File: src/sv/hds_pkg.sv
// package for the hyperbolic diophantine solver: widths, limits, state codes
// and the divider result bundle; no dependencies
package hds_pkg;

    localparam int COEF_WIDTH  = 16;
    localparam int MAX_LISTED  = 63;
    localparam int LIST_WIDTH  = $clog2(MAX_LISTED + 1);
    localparam int XY_WIDTH    = 34;
    localparam int PROD_WIDTH  = 2 * COEF_WIDTH + 1;
    localparam int DIVD_WIDTH  = PROD_WIDTH;
    localparam int DIVS_WIDTH  = COEF_WIDTH;
    localparam int CNT_WIDTH   = 16;
    localparam int DIV_STEPS   = DIVD_WIDTH;
    localparam int STEP_WIDTH  = $clog2(DIV_STEPS + 1);

    typedef enum logic [1:0] {
        STATUS_FINITE   = 2'd0,
        STATUS_INFINITE = 2'd1,
        STATUS_A_ZERO   = 2'd2
    } status_t;

    typedef enum logic [3:0] {
        ST_IDLE,
        ST_MUL_AD,
        ST_MUL_BC,
        ST_CHECK,
        ST_ZERO_C,
        ST_ZERO_C_WAIT,
        ST_ZERO_B,
        ST_ZERO_B_WAIT,
        ST_LOOP,
        ST_DIV_I_WAIT,
        ST_CAND,
        ST_DIV_X_WAIT,
        ST_DIV_Y_WAIT,
        ST_FOUND,
        ST_NEXT_CAND,
        ST_SUMMARY
    } state_t;

    typedef struct packed {
        logic                  done;
        logic [DIVD_WIDTH-1:0] quot;
        logic [DIVS_WIDTH-1:0] rem;
    } div_res_t;

endpackage

File: src/sv/hds_div.sv
// bit-serial restoring divider, unsigned, one quotient bit per cycle
// depends on hds_pkg
module hds_div import hds_pkg::*; (
    input  logic                  aclk,
    input  logic                  aresetn,
    input  logic                  start,
    input  logic [DIVD_WIDTH-1:0] dividend,
    input  logic [DIVS_WIDTH-1:0] divisor,
    output div_res_t              res
);

    logic [DIVS_WIDTH-1:0] rem_reg;
    logic [DIVD_WIDTH-1:0] quo_reg;
    logic [DIVS_WIDTH-1:0] dvs_reg;
    logic [STEP_WIDTH-1:0] cnt_reg;
    logic                  busy_reg;
    logic                  done_reg;
    logic [DIVS_WIDTH:0]   shifted;
    logic                  fits;

    assign shifted = {rem_reg, quo_reg[DIVD_WIDTH-1]};
    assign fits    = shifted >= {1'b0, dvs_reg};

    always_ff @(posedge aclk) begin
        if (!aresetn) begin
            busy_reg <= 1'b0;
            done_reg <= 1'b0;
            cnt_reg  <= '0;
        end else begin
            done_reg <= 1'b0;
            if (start) begin
                busy_reg <= 1'b1;
                cnt_reg  <= STEP_WIDTH'(DIV_STEPS);
            end else if (busy_reg) begin
                cnt_reg <= cnt_reg - 1'b1;
                if (cnt_reg == STEP_WIDTH'(1)) begin
                    busy_reg <= 1'b0;
                    done_reg <= 1'b1;
                end
            end
        end
    end

    always_ff @(posedge aclk) begin
        if (start) begin
            rem_reg <= '0;
            quo_reg <= dividend;
            dvs_reg <= divisor;
        end else if (busy_reg) begin
            // remainder stays below the divisor, so the top bit drops out
            rem_reg <= fits ? DIVS_WIDTH'(shifted - {1'b0, dvs_reg})
                            : shifted[DIVS_WIDTH-1:0];
            quo_reg <= {quo_reg[DIVD_WIDTH-2:0], fits};
        end
    end

    assign res.done = done_reg;
    assign res.quot = quo_reg;
    assign res.rem  = rem_reg;

endmodule

File: src/sv/hyperbolic_diophantine_solver.sv
// the a-zero case goes straight to the summary, the p-zero case uses up to two
// divisions; otherwise one division per trial divisor i up to sqrt|p| plus up to two
// per candidate, all on the single 33-step serial divider
// throughput: one transaction at a time, s_tready is high only while idle
// reset: aresetn synchronous active low clears the sequencer and output valid
// depends on hds_pkg and hds_div
module hyperbolic_diophantine_solver import hds_pkg::*; (
    input  logic        aclk,
    input  logic        aresetn,
    input  logic        s_tvalid,
    output logic        s_tready,
    input  logic [63:0] s_tdata,  // coef_xy[15:0] coef_x[31:16] coef_y[47:32] rhs[63:48]
    output logic        m_tvalid,
    input  logic        m_tready,
    output logic [87:0] m_tdata,  // sol_x[33:0] sol_y[67:34] status[69:68]
                                  // total_count[85:70] truncated[86] zero pad
    output logic        m_tuser,  // is_summary
    output logic        m_tlast   // last
);

    state_t state_reg, state_next;

    // coefficients of the transaction in flight
    logic signed [COEF_WIDTH-1:0] a_reg, b_reg, c_reg, d_reg;
    logic signed [PROD_WIDTH-1:0] p_reg;        // a*d + b*c, first holds a*d
    logic        [DIVD_WIDTH-1:0] ap_reg;       // |p|
    logic        [COEF_WIDTH-1:0] i_reg;        // trial divisor
    logic        [DIVD_WIDTH:0]   sq_reg;       // i*i, kept by increments
    logic        [DIVD_WIDTH-1:0] q0_reg;       // |p| / i
    logic        [1:0]            k_reg;        // candidate index of this divisor
    logic signed [XY_WIDTH-1:0]   x_reg, y_reg;
    logic        [CNT_WIDTH-1:0]  count_reg;
    logic        [LIST_WIDTH-1:0] listed_reg;
    logic                         trunc_reg;
    status_t                      status_reg;

    // output register
    logic                         m_valid_reg;
    logic                         m_summ_reg;
    logic signed [XY_WIDTH-1:0]   m_x_reg, m_y_reg;
    status_t                      m_status_reg;
    logic        [CNT_WIDTH-1:0]  m_count_reg;
    logic                         m_trunc_reg;

    // shared divider
    logic                  div_start;
    logic [DIVD_WIDTH-1:0] div_dividend;
    logic [DIVS_WIDTH-1:0] div_divisor;
    div_res_t              div_res;

    // single shared multiplier
    logic signed [COEF_WIDTH-1:0]   mul_l, mul_r;
    logic signed [2*COEF_WIDTH-1:0] mul_prod;

    logic signed [XY_WIDTH-1:0] pq, i_s, cand_d, cand_q, num_x, num_y;
    logic        [DIVS_WIDTH-1:0] abs_a;
    logic                       out_free;
    logic                       list_room;
    logic                       last_cand;

    hds_div u_div (
        .aclk     (aclk),
        .aresetn  (aresetn),
        .start    (div_start),
        .dividend (div_dividend),
        .divisor  (div_divisor),
        .res      (div_res)
    );

    assign mul_l    = (state_reg == ST_MUL_AD) ? a_reg : b_reg;
    assign mul_r    = (state_reg == ST_MUL_AD) ? d_reg : c_reg;
    assign mul_prod = mul_l * mul_r;

    assign abs_a = a_reg[COEF_WIDTH-1] ? DIVS_WIDTH'(-a_reg) : DIVS_WIDTH'(a_reg);

    // signed p/i and the candidate divisor d with its cofactor p/d
    assign pq  = p_reg[PROD_WIDTH-1] ? -XY_WIDTH'(q0_reg) : XY_WIDTH'(q0_reg);
    assign i_s = XY_WIDTH'(i_reg);

    always_comb begin
        unique case (k_reg)
            2'd0: begin cand_d = i_s;  cand_q = pq;   end
            2'd1: begin cand_d = -i_s; cand_q = -pq;  end
            2'd2: begin cand_d = pq;   cand_q = i_s;  end
            default: begin cand_d = -pq; cand_q = -i_s; end
        endcase
    end

    assign num_x = cand_d - XY_WIDTH'(c_reg);
    assign num_y = cand_q - XY_WIDTH'(b_reg);

    assign out_free  = !m_valid_reg || m_tready;
    assign list_room = listed_reg < LIST_WIDTH'(MAX_LISTED);
    // square divisor: only +i and -i
    assign last_cand = (k_reg == 2'd3) || (k_reg == 2'd1 && q0_reg == DIVD_WIDTH'(i_reg));

    // next state
    always_comb begin
        state_next = state_reg;
        unique case (state_reg)
            ST_IDLE:        if (s_tvalid) state_next = ST_MUL_AD;
            ST_MUL_AD:      state_next = ST_MUL_BC;
            ST_MUL_BC:      state_next = ST_CHECK;
            ST_CHECK: begin
                if (a_reg == '0)      state_next = ST_SUMMARY;
                else if (p_reg == '0) state_next = ST_ZERO_C;
                else                  state_next = ST_LOOP;
            end
            ST_ZERO_C:      state_next = ST_ZERO_C_WAIT;
            ST_ZERO_C_WAIT: if (div_res.done) begin
                state_next = (div_res.rem == '0) ? ST_SUMMARY : ST_ZERO_B;
            end
            ST_ZERO_B:      state_next = ST_ZERO_B_WAIT;
            ST_ZERO_B_WAIT: if (div_res.done) state_next = ST_SUMMARY;
            ST_LOOP:        state_next = (sq_reg > {1'b0, ap_reg}) ? ST_SUMMARY : ST_DIV_I_WAIT;
            ST_DIV_I_WAIT:  if (div_res.done) begin
                state_next = (div_res.rem == '0) ? ST_CAND : ST_LOOP;
            end
            ST_CAND:        state_next = ST_DIV_X_WAIT;
            ST_DIV_X_WAIT:  if (div_res.done) begin
                state_next = (div_res.rem == '0) ? ST_DIV_Y_WAIT : ST_NEXT_CAND;
            end
            ST_DIV_Y_WAIT:  if (div_res.done) begin
                state_next = (div_res.rem == '0) ? ST_FOUND : ST_NEXT_CAND;
            end
            ST_FOUND:       if (!list_room || out_free) state_next = ST_NEXT_CAND;
            ST_NEXT_CAND:   state_next = last_cand ? ST_LOOP : ST_CAND;
            ST_SUMMARY:     if (out_free) state_next = ST_IDLE;
            default:        state_next = ST_IDLE;
        endcase
    end

    // divider control and handshake outputs
    always_comb begin
        div_start    = 1'b0;
        div_dividend = '0;
        div_divisor  = abs_a;
        unique case (state_reg)
            ST_ZERO_C: begin
                div_start    = 1'b1;
                div_dividend = c_reg[COEF_WIDTH-1] ? DIVD_WIDTH'(-PROD_WIDTH'(c_reg))
                                                   : DIVD_WIDTH'(c_reg);
            end
            ST_ZERO_C_WAIT: begin
                div_dividend = '0;
            end
            ST_ZERO_B: begin
                div_start    = 1'b1;
                div_dividend = b_reg[COEF_WIDTH-1] ? DIVD_WIDTH'(-PROD_WIDTH'(b_reg))
                                                   : DIVD_WIDTH'(b_reg);
            end
            ST_LOOP: begin
                div_start    = sq_reg <= {1'b0, ap_reg};
                div_dividend = ap_reg;
                div_divisor  = i_reg;
            end
            ST_CAND: begin
                div_start    = 1'b1;
                div_dividend = num_x[XY_WIDTH-1] ? DIVD_WIDTH'(-num_x) : DIVD_WIDTH'(num_x);
            end
            ST_DIV_X_WAIT: begin
                // chain the y division right behind an exact x division
                div_start    = div_res.done && div_res.rem == '0;
                div_dividend = num_y[XY_WIDTH-1] ? DIVD_WIDTH'(-num_y) : DIVD_WIDTH'(num_y);
            end
            default: begin
                div_dividend = '0;
            end
        endcase
    end

    assign s_tready = (state_reg == ST_IDLE);

    always_ff @(posedge aclk) begin
        if (!aresetn) begin
            state_reg <= ST_IDLE;
        end else begin
            state_reg <= state_next;
        end
    end

    // datapath
    always_ff @(posedge aclk) begin
        unique case (state_reg)
            ST_IDLE: begin
                a_reg      <= s_tdata[15:0];
                b_reg      <= s_tdata[31:16];
                c_reg      <= s_tdata[47:32];
                d_reg      <= s_tdata[63:48];
                count_reg  <= '0;
                listed_reg <= '0;
                trunc_reg  <= 1'b0;
                status_reg <= STATUS_FINITE;
                i_reg      <= COEF_WIDTH'(1);
                sq_reg     <= (DIVD_WIDTH+1)'(1);
            end
            ST_MUL_AD: p_reg <= PROD_WIDTH'(mul_prod);
            ST_MUL_BC: p_reg <= p_reg + PROD_WIDTH'(mul_prod);
            ST_CHECK: begin
                ap_reg <= p_reg[PROD_WIDTH-1] ? DIVD_WIDTH'(-p_reg) : DIVD_WIDTH'(p_reg);
                if (a_reg == '0) status_reg <= STATUS_A_ZERO;
            end
            ST_ZERO_C_WAIT: begin
                if (div_res.done && div_res.rem == '0) status_reg <= STATUS_INFINITE;
            end
            ST_ZERO_B_WAIT: begin
                if (div_res.done && div_res.rem == '0) status_reg <= STATUS_INFINITE;
            end
            ST_DIV_I_WAIT: begin
                if (div_res.done) begin
                    q0_reg <= div_res.quot;
                    k_reg  <= 2'd0;
                    if (div_res.rem != '0) begin
                        i_reg  <= i_reg + 1'b1;
                        sq_reg <= sq_reg + (DIVD_WIDTH+1)'({i_reg, 1'b1});
                    end
                end
            end
            ST_DIV_X_WAIT: begin
                x_reg <= (num_x[XY_WIDTH-1] ^ a_reg[COEF_WIDTH-1])
                       ? -XY_WIDTH'(div_res.quot) : XY_WIDTH'(div_res.quot);
            end
            ST_DIV_Y_WAIT: begin
                y_reg <= (num_y[XY_WIDTH-1] ^ a_reg[COEF_WIDTH-1])
                       ? -XY_WIDTH'(div_res.quot) : XY_WIDTH'(div_res.quot);
            end
            ST_FOUND: begin
                if (!list_room || out_free) begin
                    if (count_reg != '1) count_reg <= count_reg + 1'b1;
                    if (list_room) listed_reg <= listed_reg + 1'b1;
                    else           trunc_reg  <= 1'b1;
                end
            end
            ST_NEXT_CAND: begin
                k_reg <= k_reg + 1'b1;
                if (last_cand) begin
                    i_reg  <= i_reg + 1'b1;
                    sq_reg <= sq_reg + (DIVD_WIDTH+1)'({i_reg, 1'b1});
                end
            end
            default: begin
                k_reg <= k_reg;
            end
        endcase
    end

    // output register: loads a pair while the list has room, or the summary, when the slot is free
    always_ff @(posedge aclk) begin
        if (!aresetn) begin
            m_valid_reg <= 1'b0;
        end else if ((state_reg == ST_FOUND && list_room && out_free)
                     || (state_reg == ST_SUMMARY && out_free)) begin
            m_valid_reg <= 1'b1;
        end else if (m_tready) begin
            m_valid_reg <= 1'b0;
        end
    end

    always_ff @(posedge aclk) begin
        if (out_free) begin
            if (state_reg == ST_SUMMARY) begin
                m_summ_reg   <= 1'b1;
                m_x_reg      <= '0;
                m_y_reg      <= '0;
                m_status_reg <= status_reg;
                m_count_reg  <= count_reg;
                m_trunc_reg  <= trunc_reg;
            end else if (state_reg == ST_FOUND) begin
                m_summ_reg   <= 1'b0;
                m_x_reg      <= x_reg;
                m_y_reg      <= y_reg;
                m_status_reg <= STATUS_FINITE;
                m_count_reg  <= '0;
                m_trunc_reg  <= 1'b0;
            end
        end
    end

    assign m_tvalid = m_valid_reg;
    assign m_tuser  = m_summ_reg;
    assign m_tlast  = m_summ_reg;
    assign m_tdata  = {1'b0, m_trunc_reg, m_count_reg, m_status_reg, m_y_reg, m_x_reg};

endmodule
File: config.mk
export PLATFORM = sky130hd
export DESIGN_NAME = hyperbolic_diophantine_solver
export DESIGN_NICKNAME = d
export VERILOG_FILES = /design/src/sv/hds_pkg.sv /design/src/sv/hds_div.sv /design/src/sv/hyperbolic_diophantine_solver.sv
export SDC_FILE = /design/constraint.sdc
export NUM_CORES = 2
export LEC_CHECK = 0
export BUFFER_PORTS_ARGS = -buffer_cell sky130_fd_sc_hd__buf_2
export CAP_MARGIN = 20
export CORE_AREA = 5 5 507 259
export CTS_BUF_LIST = sky130_fd_sc_hd__clkbuf_16
export CTS_CLUSTER_SIZE = 28
export DETAILED_ROUTE_END_ITERATION = 6
export DIE_AREA = 0 0 512 264
export SYNTH_ARGS = -nofsm -noshare
export SYNTH_HDL_FRONTEND = slang
export SYNTH_SLANG_ARGS = --single-unit
export TNS_END_PERCENT = 30
File: constraint.sdc
create_clock -name aclk -period 9.8 [get_ports aclk]
set_input_delay 0.49 -clock aclk [delete_from_list [all_inputs] [get_ports aclk]]
set_output_delay 0.49 -clock aclk [all_outputs]
set_load 0.02 [all_outputs]
==> summary.md <==
| Metric | Value |
|---|---|
| Die H | `264 µm` |
| Hold/Removal Path Class | `input port to flop` |
| First-pass GRT wire length | `240000 µm` |
| Mapped Cells | `4777` |
| FF/Latch Area | `13900 µm²` |
| Non-filler cells, final | `6796` |
| Async set or reset register ratio after synthesis | `0%` |
| Synthesized Nets | `5382` |
| CP max stage cell | `fa_1` |
| #FFs+latches synth | `474` |
| Gpl congestion | `1.06` |
| Remaining Overflow, GRT | `0` |
| Slack of the critical path | `353 ps` |
| Detail Placement HPWL | `134000 µm` |
| Area share of the largest cell type after synthesis | `30.5%` |
| CP Capture Type | `flop` |
| Drt first pass iters | `6` |
| Share of layout cells above drive strength 1 | `12.3%` |
| CTS H-tree lvls | `2` |
| Hold Fails Final Rpt | `0` |
| Clock Latency Late Sink | `630 ps` |
| CORE AREA | `127000 µm²` |
| Initial antenna violation count | `13` |
| Vias/cell | `5.58` |
| PortBufs | `158` |
| Max cap viols | `0` |
| Final min period | `9450 ps` |
| Initial Utilization | `34.5%` |
| DR vias | `37900` |
| WS Path Type | `flop to flop` |
| Post-CTS Hold Fix Bufs | `0` |
| CTS tree | `built` |
| Startpoint Class | `flop` |
| Root cell of the clock tree | `clkbuf_16` |
| Register area share after synthesis | `31.8%` |
| Max Clk Rate | `106 MHz` |
| Full die area | `135000 µm²` |
| CP required | `10140 ps` |
| Largest area contributor in the netlist | `edfxtp_1` |
| Outcome | `finished clean` |
| Max-slew headroom | `21.7%` |
| Post-synth EDFFs | `445` |
| Number of placed I/O pins | `160` |
| Placed instance count | `6688` |
| Distinct cell type count after synthesis | `96` |
| CTS sink cnt | `474` |
| Vias in the first global route | `34900` |
| Worst slew pin tran | `1170 ps` |
| Count leader, synth | `nor2_1` |
| Synth area leaders | `edfxtp_1, fa_1, ha_1` |
| Worst path most repeated cell | `fa_1` |
| Crit-path max cell delay | `570 ps` |
| Pins Over Slew Limit | `0` |
| Iteration-0 DRC Markers | `5297` |
| Final setup fails | `0` |
| CP max FO | `13` |
| Largest net degree at the start of global routing | `77` |
| Clock Skew | `35.1 ps` |
| Fin crit share | `96.4%` |
| Die Wd | `512 µm` |
| Total Routed Length | `165000 µm` |
| GRT Total Usage | `23.5%` |
| Yosys warning count | `0` |
| DRC | `0` |
| Cell Area, Synth | `43800 µm²` |
| TritonCTS buffer count | `50` |
| Syn_area_per_cell | `9.17 µm²` |
| Clk buf depth | `3` |
| Pre-CTS WS | `-48.4 ps` |
| Area of the multi-input gates | `27600 µm²` |
| Fill cell count | `12600` |
| Area grow syn2layout | `14.3%` |
| Antenna-violating nets left | `0` |
| Reg clk slew, reported paths | `70 ps` |
| Final nets | `5649` |
| Synth cell count leaders | `nor2_1, inv_1, edfxtp_1` |
| Post-DR wirelength/cell | `24.2 µm` |
| FP Rows | `93` |
| Post-synth top flop | `edfxtp_1` |
| Arrival time worst endpoint | `9780 ps` |
-- worst max-delay path: cells and delay by family (launching register included) --
kind	cells	cell delay, ps
XOR/XNOR	2	230
flip-flops	1	390
adder cells (fa/ha/maj)	8	3840
multiplexers	1	250
buffers and inverters	10	1270
AO/OA/AOI/OAI	11	2290
AND/OR/NAND/NOR	7	880
-- worst paths after layout --
| path | start | to | slack [ps] | cells after the start |
|---|---|---|---|---|
| worst max-delay path | state_reg[0]$_SDFFE_PN0P_ | p_reg[30]$_DFFE_PP_ | 350 | 39 |
| worst min-delay path | s_tdata[56] | d_reg[8]$_DFFE_PP_ | 50 | 1 |
| worst max register to register | state_reg[0]$_SDFFE_PN0P_ | p_reg[30]$_DFFE_PP_ | 350 | 39 |
| worst min register to register | u_div.cnt_reg[1]$_SDFFE_PP0P_ | u_div.cnt_reg[1]$_SDFFE_PP0P_ | 500 | 2 |
-- what timing repair did --
action	CTS	global route
cloned	0	2
pin swaps	0	21
endpoints found under the setup margin	2	6
resized for setup	4	76
hold endpoints to repair	0	0
setup buffers	0	9
-- per-layer routing --
metal | track usage [%] | part of all wire (%)
met1 | 39.6 | 50
met2 | 27.5 | 34
met3 | 8.58 | 15
met4 | 3.26 | 1.7
met5 | 0.211 | 0.035
-- per-stage QoR --
step	instance area, µm²	hold slack (ps)	util (%)	TNS [ps]
floorplan	43900	424	-	0
global placement	47900	483	37.8	-29.4
detailed placement	48000	490	37.8	-58.7
CTS	49600	17.3	39.1	0
global route	50100	15.1	39.4	-121
finish	50100	49.6	39.4	0
-- cell type report --
cell class | count | share of cell area (%)
Antenna cell | 1 | 0.00500
Clock buffer | 50 | 2.50
Clock inverter | 43 | 0.802
Inverter | 494 | 3.71
Multi-Input combinational cell | 3614 | 55.2
Sequential cell | 474 | 27.8
Tap cell | 1710 | 4.27
Timing Repair Buffer | 410 | 5.66
-- cell families (layout without fill, tap and decap cells) --
family	after synthesis	after routing	share of synthesized area, %
and+or+nand+nor	1582	1582	17.2
AOI/OAI and AO/OA	995	995	14.8
buffers and inverters	689	997	5.99
adders and majority gates	537	537	19.9
DFF	474	474	31.8
xor gates and xnor gates	442	442	8.95
muxes	57	57	1.32
other	1	2	0.00856
-- cell usage in the layout, fill, tap and decap left out, types with 19 or more instances in the layout --
cell type	netlist	final
o211ai_1	28	28
nand2_1	424	424
nor3_1	111	108
edfxtp_1	445	445
mux2i_1	50	40
o31ai_1	36	35
a21o_1	82	81
or4_1	23	23
xor2_1	176	174
dfxtp_1	29	29
xnor2_1	261	258
a31oi_1	36	36
a22oi_1	19	19
o21a_1	34	34
nor4_1	39	39
buf_2	8	159
nor2b_1	27	27
inv_1	489	487
and3_1	33	32
nand2b_1	39	38
a21oi_1	264	261
nand4_1	32	32
nand3_1	89	89
buf_4	3	234
clkbuf_16	0	52
fa_1	267	261
o22ai_1	20	20
o21ai_0	217	205
ha_1	270	266
nor3b_1	19	19
and2_1	109	109
nor2_1	491	481
or2_2	29	28
or3_1	62	62
a211oi_1	35	34
Power is left out: the tool's default activity adds up to more than one toggle a clock period on the data nets, which glitch-free logic cannot reach.
